## src/rtl/ffal_pkg.sv

```systemverilog
// Shared constants, sequencer commands and status flags for the free-list allocator.
package ffal_pkg;

    localparam int ENTRIES = 64;
    localparam int IDX_W   = $clog2(ENTRIES);
    localparam int CNT_W   = 7;
    localparam int DATA_W  = 32;

    localparam logic [DATA_W-1:0] PAGE_ADD  = 32'h0000_0fff;
    localparam logic [DATA_W-1:0] PAGE_MASK = 32'hffff_f000;

    localparam logic ACT_ALLOC = 1'b0;
    localparam logic ACT_FREE  = 1'b1;

    // Operations that the controller hands to the datapath, one per cycle.
    typedef enum logic [3:0] {
        OP_NONE,
        OP_LOAD,
        OP_READ,
        OP_NEXT,
        OP_ALLOC_HIT,
        OP_ALLOC_MISS,
        OP_READ_UP,
        OP_WR_DOWN,
        OP_DEC_COUNT,
        OP_MERGE_BOTH,
        OP_MERGE_PREV,
        OP_MERGE_NEXT,
        OP_INS_START,
        OP_READ_DOWN,
        OP_WR_UP,
        OP_INS_WR
    } dp_op_t;

    typedef struct packed {
        dp_op_t op;
        logic   finish;
    } dp_cmd_t;

    typedef struct packed {
        logic is_free;
        logic at_end;
        logic fit;
        logic empty_left;
        logic above_addr;
        logic merge_prev;
        logic merge_next;
        logic full;
        logic rm_more;
        logic ins_more;
    } dp_status_t;

endpackage

```

## src/rtl/ffal_ctrl.sv

```systemverilog
// Controller: sequences scan, merge, insert and remove steps for one request.
module ffal_ctrl (
    input  logic                 clk,
    input  logic                 rst_n,
    input  logic                 start,
    output logic                 busy,
    input  ffal_pkg::dp_status_t stat,
    output ffal_pkg::dp_cmd_t    cmd
);

    typedef enum logic [3:0] {
        S_IDLE,
        S_SCAN,
        S_RD,
        S_CHK,
        S_RESOLVE,
        S_RM,
        S_RM_RD,
        S_RM_WR,
        S_INS,
        S_INS_RD,
        S_INS_WR,
        S_DONE
    } state_t;

    state_t state_reg;
    state_t state_next;

    // Next state and command for the datapath.
    always_comb
    begin
        state_next = state_reg;
        cmd.op     = ffal_pkg::OP_NONE;
        cmd.finish = 1'b0;
        case (state_reg)
            S_IDLE:
            begin
                if (start)
                begin
                    cmd.op     = ffal_pkg::OP_LOAD;
                    state_next = S_SCAN;
                end
            end
            S_SCAN:
            begin
                if (stat.at_end)
                begin
                    if (stat.is_free)
                    begin
                        state_next = S_RESOLVE;
                    end
                    else
                    begin
                        cmd.op     = ffal_pkg::OP_ALLOC_MISS;
                        state_next = S_DONE;
                    end
                end
                else
                begin
                    cmd.op     = ffal_pkg::OP_READ;
                    state_next = S_RD;
                end
            end
            S_RD:
            begin
                state_next = S_CHK;
            end
            S_CHK:
            begin
                if (stat.is_free)
                begin
                    if (stat.above_addr)
                    begin
                        state_next = S_RESOLVE;
                    end
                    else
                    begin
                        cmd.op     = ffal_pkg::OP_NEXT;
                        state_next = S_SCAN;
                    end
                end
                else if (stat.fit)
                begin
                    cmd.op     = ffal_pkg::OP_ALLOC_HIT;
                    state_next = stat.empty_left ? S_RM : S_DONE;
                end
                else
                begin
                    cmd.op     = ffal_pkg::OP_NEXT;
                    state_next = S_SCAN;
                end
            end
            S_RESOLVE:
            begin
                if (stat.merge_prev && stat.merge_next)
                begin
                    cmd.op     = ffal_pkg::OP_MERGE_BOTH;
                    state_next = S_RM;
                end
                else if (stat.merge_prev)
                begin
                    cmd.op     = ffal_pkg::OP_MERGE_PREV;
                    state_next = S_DONE;
                end
                else if (stat.merge_next)
                begin
                    cmd.op     = ffal_pkg::OP_MERGE_NEXT;
                    state_next = S_DONE;
                end
                else if (!stat.full)
                begin
                    cmd.op     = ffal_pkg::OP_INS_START;
                    state_next = S_INS;
                end
                else
                begin
                    // List full: the free is dropped and counted.
                    cmd.op     = ffal_pkg::OP_ALLOC_MISS;
                    cmd.finish = 1'b0;
                    state_next = S_DONE;
                end
            end
            S_RM:
            begin
                if (stat.rm_more)
                begin
                    cmd.op     = ffal_pkg::OP_READ_UP;
                    state_next = S_RM_RD;
                end
                else
                begin
                    cmd.op     = ffal_pkg::OP_DEC_COUNT;
                    state_next = S_DONE;
                end
            end
            S_RM_RD:
            begin
                state_next = S_RM_WR;
            end
            S_RM_WR:
            begin
                cmd.op     = ffal_pkg::OP_WR_DOWN;
                state_next = S_RM;
            end
            S_INS:
            begin
                if (stat.ins_more)
                begin
                    cmd.op     = ffal_pkg::OP_READ_DOWN;
                    state_next = S_INS_RD;
                end
                else
                begin
                    cmd.op     = ffal_pkg::OP_INS_WR;
                    state_next = S_DONE;
                end
            end
            S_INS_RD:
            begin
                state_next = S_INS_WR;
            end
            S_INS_WR:
            begin
                cmd.op     = ffal_pkg::OP_WR_UP;
                state_next = S_INS;
            end
            S_DONE:
            begin
                cmd.finish = 1'b1;
                state_next = S_IDLE;
            end
            default:
            begin
                state_next = S_IDLE;
            end
        endcase
    end

    // State register.
    always_ff @(posedge clk or negedge rst_n)
    begin
        if (!rst_n)
        begin
            state_reg <= S_IDLE;
        end
        else
        begin
            state_reg <= state_next;
        end
    end

    assign busy = (state_reg != S_IDLE);

endmodule

```

## config.mk

```make
export PLATFORM = sky130hd
export DESIGN_NAME = ffal_ctrl
export DESIGN_NICKNAME = d
export VERILOG_FILES = /design/src/rtl/ffal_pkg.sv /design/src/rtl/ffal_ctrl.sv
export SDC_FILE = /design/constraint.sdc
export NUM_CORES = 1
export LEC_CHECK = 0
export BUFFER_PORTS_ARGS = -buffer_cell sky130_fd_sc_hd__buf_2
export CAP_MARGIN = 20
export CORE_UTILIZATION = 40
export CTS_CLUSTER_SIZE = 30
export DETAILED_ROUTE_END_ITERATION = 16
export GPL_ROUTABILITY_DRIVEN = 0
export HOLD_SLACK_MARGIN = 0.02
export PLACE_DENSITY = 0.75
export SETUP_SLACK_MARGIN = 0.02
export SLEW_MARGIN = 20
export SYNTH_ARGS = -nofsm -noshare
export SYNTH_HDL_FRONTEND = slang
export SYNTH_SLANG_ARGS = --single-unit
```

## constraint.sdc

```tcl
create_clock -name clk -period 3.15 [get_ports clk]
set_input_delay 0.315 -clock clk [delete_from_list [all_inputs] [get_ports clk]]
set_output_delay 0.315 -clock clk [all_outputs]
set_load 0.005 [all_outputs]
```

==> results.toml, run 1 <==
[timing]
hold_violations = 0
holdWs_ns = 0.370
slew_violations = 0
period_needed_ns = 2.10
slew-limit-headroom_pct = 64.5
fin_crit_sh_pct = 66.7
worst_pin_slew_ns = 0.532
fin_ws_ns = 1.05
finalSetupViolCount = 0
tns_ns = 0
fmax_mhz = 476
clock_skew_ns = 0.00104
rsz0062_at_grt = "no"

[finish]
area_growth_pct = 15.2
diodes = 0
nets = 115
fin_util_pct = 51.9
largest_reg_flops = 4
drive_above_1_share_pct = 29.6
stdcell_count = 113

[die]
dieArea_mm2 = 0.00168
start_util_pct = 45.0
io_pins = 19
die_w_um = 41.0
die_y_um = 41.0
core_area_mm2 = 0.00135
row_count = 13

[pwr]
ir_worst_vdd_v = 0.000478
power_switching_share_pct = 51.5
comb_power_share_pct = 61.0
p_per_area_mw_per_mm2 = 904
p_seq_share_pct = 29.2
power.internal_w = 0.000307
p_leak_nw = 0.313
switchingPower_w = 0.000326
power_frac_clock_pct = 9.8

[worst_setup_path]
r2r_start = "state_reg[0]"
r2r_cells = 4
worstPathArrival_ns = 1.79
path_class = "reg -> out"
path_max_fanout = 17
regToRegSetupSlack_ns = 1.58
worstSetupStartpointType = "flip-flop"
worstPathRequired_ns = 2.83
worstSetupEndpointType = "primary output"
r2r-end = "state_reg[0]"

[yosys]
synth_nets = 96
yosysSeqAreaShare_pct = 16.5
synth_edf_count = 0
syn_area_um2 = 608
yosysWarnings = 0
ys_ff_latch = 4
synthDistinctLibCells = 39
synth_cells = 81
synth_ff_type = "dfrtp_1"
async_flop_share_pct = 100
syn_avg_cell_area_um2 = 7.51

[clocking]
clk_latency_ns = 0.23
numClockSinks = 4
clkTransAtPathRegs_ns = 0.04
postCtsSetupRepairBufs = 0
numCtsBuffers = 3
htree_levels = 1
cts_tree = "yes"
clockBufferDepth = 2
cts-root-buf = "clkbuf_4"

[hold_path]
min_from = "stat[6]"
hp-class = "in -> reg"
whs_path_depth = 2
holdPathEnd = "state_reg[1]"

[flow_run]
drv_cap = 0

[route]
wirelength_um = 1540
final_antenna_net_count = 0
drt_iter0_markers = 21
routedWlPerCell_um = 13.7
detailedRoute.firstPassIterationCount = 4
num_vias = 672
routed_via_density = 5.95
drc = 0

[run_status]
status = "completed"

[placed_design]
port_buffers = 18
hpwl_um = 1200
dp_slack_ns = 1.34
numPlacedInstances = 109

[global_route]
grt-ovfl-total = 0
antenna_found_initial = 0
track_usage_pct = 20.7
grt_max_degree = 18
grt_first_pass_wirelength_um = 2330
grt_pass1_vias = 559
## cells in the mapped netlist, types with 2 or more instances
| master | instances | area (µm²) |
|---|---|---|
| buf_6 | 3 | 33.8 |
| inv_2 | 2 | 7.51 |
| a32oi_1 | 2 | 17.5 |
| nand2b_1 | 3 | 18.8 |
| a31oi_1 | 3 | 18.8 |
| nand3_1 | 4 | 20.0 |
| nand2_1 | 5 | 18.8 |
| o21ai_0 | 2 | 10.0 |
| ha_1 | 2 | 25.0 |
| o21ai_1 | 4 | 20.0 |
| a21oi_1 | 6 | 30.0 |
| buf_4 | 2 | 15.0 |
| nor3_1 | 2 | 10.0 |
| inv_1 | 7 | 26.3 |
| dfrtp_1 | 4 | 100 |
| nor2_1 | 7 | 26.3 |
## metal layers
| metal | up-vias | global-route usage, % | part of all wire [%] | wire [µm] |
|---|---|---|---|---|
| li1 | 338 | - | - | - |
| met1 | 304 | 27.1 | 45 | 702 |
| met3 | 4 | 1.63 | 5.4 | 83 |
| met4 | 0 | 11.7 | 1.6 | 24 |
| met5 | - | 0 | 0 | 0 |
| met2 | 26 | 32.8 | 48 | 734 |
## power groups by stage
| stage | combinational, W | clock (W) | sequential [W] |
|---|---|---|---|
| 2_1_floorplan | 0.000393 | 0 | 0.0000979 |
| 6_report | 0.000386 | 0.0000618 | 0.000185 |
| 3_3_place_gp | 0.000374 | 0 | 0.000179 |
| 4_1_cts | 0.000385 | 0.0000654 | 0.000180 |
| 5_1_grt | 0.000431 | 0.0000694 | 0.000190 |
| 3_5_place_dp | 0.000385 | 0 | 0.000180 |
## area by class of cell
class / count / area (µm²)
fillers: 142 / 649
multi-input cells: 63 / 425
flip-flops and latches: 4 / 100
repair buffers: 19 / 100
inverters: 9 / 33.8
clock buffers: 3 / 22.5
well taps: 15 / 18.8
## metrics by stage
step                      cell area (µm²)  total power (W)
after CTS                             701         0.000631
after global placement                668         0.000553
after global routing                  701         0.000691
after detailed placement              668         0.000565
after floorplan                       608         0.000491
final                                 701         0.000633
## cells in the final DEF, fill, tap and decap left out, types with 2 or more instances in the layout
cell type and count:
o21ai_1 4, buf_2 18, nand2_1 5, nor2_1 7, a32oi_1 2, nand2b_1 3, nand3_1 4, a21oi_1 6
o21ai_0 2, dfrtp_1 4, inv_2 2, clkbuf_4 3, inv_1 7, ha_1 2, nor3_1 2, a31oi_1 3
## worst max-delay path, cell delays in order, from the launching register on
cell	delay, ns
dfrtp_1	0.66
inv_1	0.20
and3_4	0.24
a221oi_1	0.26
nand2_1	0.07
buf_2	0.12
## what timing repair did
action | CTS | global route
resized for setup | 0 | 0
hold buffers | 1 | 0
endpoints found under the hold margin | 4 | 0
## logic make-up after synthesis
family	count (synthesis)	share of synthesized area [%]
adder cells (fa/ha/maj)	2	4.11
flip-flops	4	16.5
buffers and inverters	14	13.6
AO/OA/AOI/OAI	28	30.9
AND/OR/NAND/NOR	33	35.0
## how the worst max path moves through the flow
stage	start	endpoint	slack, ns
after floorplan	state_reg[3]	cmd[1]	1.80
after global placement	state_reg[0]	cmd[1]	1.37
after detailed placement	state_reg[0]	cmd[1]	1.34
after CTS	state_reg[0]	cmd[1]	1.08
after global routing	state_reg[0]	cmd[1]	0.94
final	state_reg[0]	cmd[1]	1.05
Power figures use the tool's default switching activity.
==> run 2: changes to the inputs <==
- PLACE_DENSITY: 0.75 -> 0.77
- clock period: 3.15 -> 1.7 ns (I/O delays scaled with it)
==> results.toml, run 2 (synthesis results as in run 1) <==
[run_status]
status = "completed"

[global_route]
use_met3_pct = 2.72
grt_use_met2_pct = 34.8
track_usage_pct = 21.3
antenna_found_initial = 0
met1_usage_pct = 27.1
grt_pass1_vias = 578
grt_first_pass_wirelength_um = 2380
gr-max-usage-layer = "met2"
grt-ovfl-total = 0
grt_max_degree = 13

[finish]
drive_above_1_share_pct = 48.2
largest_reg_flops = 4
diodes = 0
nets = 129
fillCellCount = 117
final_common_cell = "buf_2"
final_cell_mix = "buf_2 (19), buf_4 (11), inv_1 (7)"
stdcell_count = 127
fin_util_pct = 64.2
area_growth_pct = 42.6

[worst_setup_path]
worstPathRequired_ns = 1.53
path_max_fanout = 7
worstSetupStartpointType = "flip-flop"
regToRegSetupSlack_ns = 0.32
worstPathArrival_ns = 1.50
r2r_cells = 5
path_class = "reg -> out"
r2r_start = "state_reg[0]"
r2r-end = "state_reg[0]"
worstSetupEndpointType = "primary output"

[clocking]
clk_latency_ns = 0.23
cts-root-buf = "clkbuf_4"
clockBufferDepth = 2
htree_levels = 1
numCtsBuffers = 3
cts_tree = "yes"
numClockSinks = 4
clkTransAtPathRegs_ns = 0.04

[timing]
slew_violations = 0
rsz0062_at_grt = "yes"
holdWs_ns = 0.243
period_needed_ns = 1.67
worst_pin_slew_ns = 0.310
fin_crit_sh_pct = 98.2
fmax_mhz = 599
hold_violations = 0
clock_skew_ns = 0.0000346
finalSetupViolCount = 0
slew-limit-headroom_pct = 79.0
tns_ns = 0

[hold_path]
min_from = "stat[6]"
holdPathEnd = "state_reg[1]"
whs_path_depth = 2
hp-class = "in -> reg"

[placed_design]
hpwl_um = 1250
port_buffers = 18
numPlacedInstances = 114

[die]
die_w_um = 41.0
core_area_mm2 = 0.00135
row_count = 13
start_util_pct = 45.0
die_y_um = 41.0
dieArea_mm2 = 0.00168
io_pins = 19

[route]
drc = 0
final_antenna_net_count = 0
num_vias = 735
detailedRoute.firstPassIterationCount = 4
routedWlPerCell_um = 13.8
wirelength_um = 1750
routed_via_density = 5.79
drt_iter0_markers = 41

[pwr]
p_per_area_mw_per_mm2 = 1770
ir_worst_vdd_v = 0.000974
p_leak_nw = 0.398
power_w = 0.00154

[flow_run]
drv_cap = 0
-- run 2: cell type report --
cell class | count | area (µm²) | share of cell area, %
Sequential cell | 4 | 105 | 12.1
Timing Repair Buffer | 33 | 210 | 24.2
Tap cell | 15 | 18.8 | 2.16
Clock buffer | 3 | 22.5 | 2.60
Inverter | 9 | 33.8 | 3.90
Multi-Input combinational cell | 63 | 477 | 55.0
-- run 2: how the worst max path moves through the flow --
stage,from,to,slack (ns),cells after the start
after floorplan,state_reg[3],cmd[1],0.50,5
after global placement,state_reg[0],cmd[2],0.20,5
after detailed placement,state_reg[3],cmd[2],0.14,5
after CTS,state_reg[2],cmd[1],0.004,5
after global routing,state_reg[1],cmd[3],-0.04,6
final,state_reg[0],cmd[1],0.03,5
-- run 2: timing repair --
action	4_1_cts	5_1_grt
hold buffers	1	0
buffers inserted	0	9
endpoints found under the hold margin	4	0
pin swaps	0	7
endpoints found under the setup margin	3	4
resized for setup	5	14
-- run 2: through the flow --
| step | cell area [µm²] | worst slack, ns |
|---|---|---|
| floorplan | 608 | 0.497 |
| global placement | 706 | 0.201 |
| detailed placement | 706 | 0.144 |
| CTS | 752 | 0.00427 |
| global route | 867 | -0.0365 |
| finish | 867 | 0.0310 |
-- run 2: worst max-delay path, stage by stage (launching register included) --
cell and delay, ns:
dfrtp_2 0.46, buf_6 0.16, nand2b_4 0.14, o311a_1 0.35
nand2_1 0.06, buf_2 0.10
-- run 2: power breakdown --
part	leakage (nW)	switching [W]	internal, W
Combinational	0.339	0.000591	0.000587
Clock	0.0138	0.0000361	0.0000788
Sequential	0.0450	0.0000879	0.000156
Total	0.398	0.000715	0.000822
-- run 2: metal layers --
metal | vias up | wire (µm)
met1 | 323 | 774
li1 | 371 | -
met2 | 39 | 837
met3 | 2 | 122
met4 | 0 | 19
met5 | - | 0
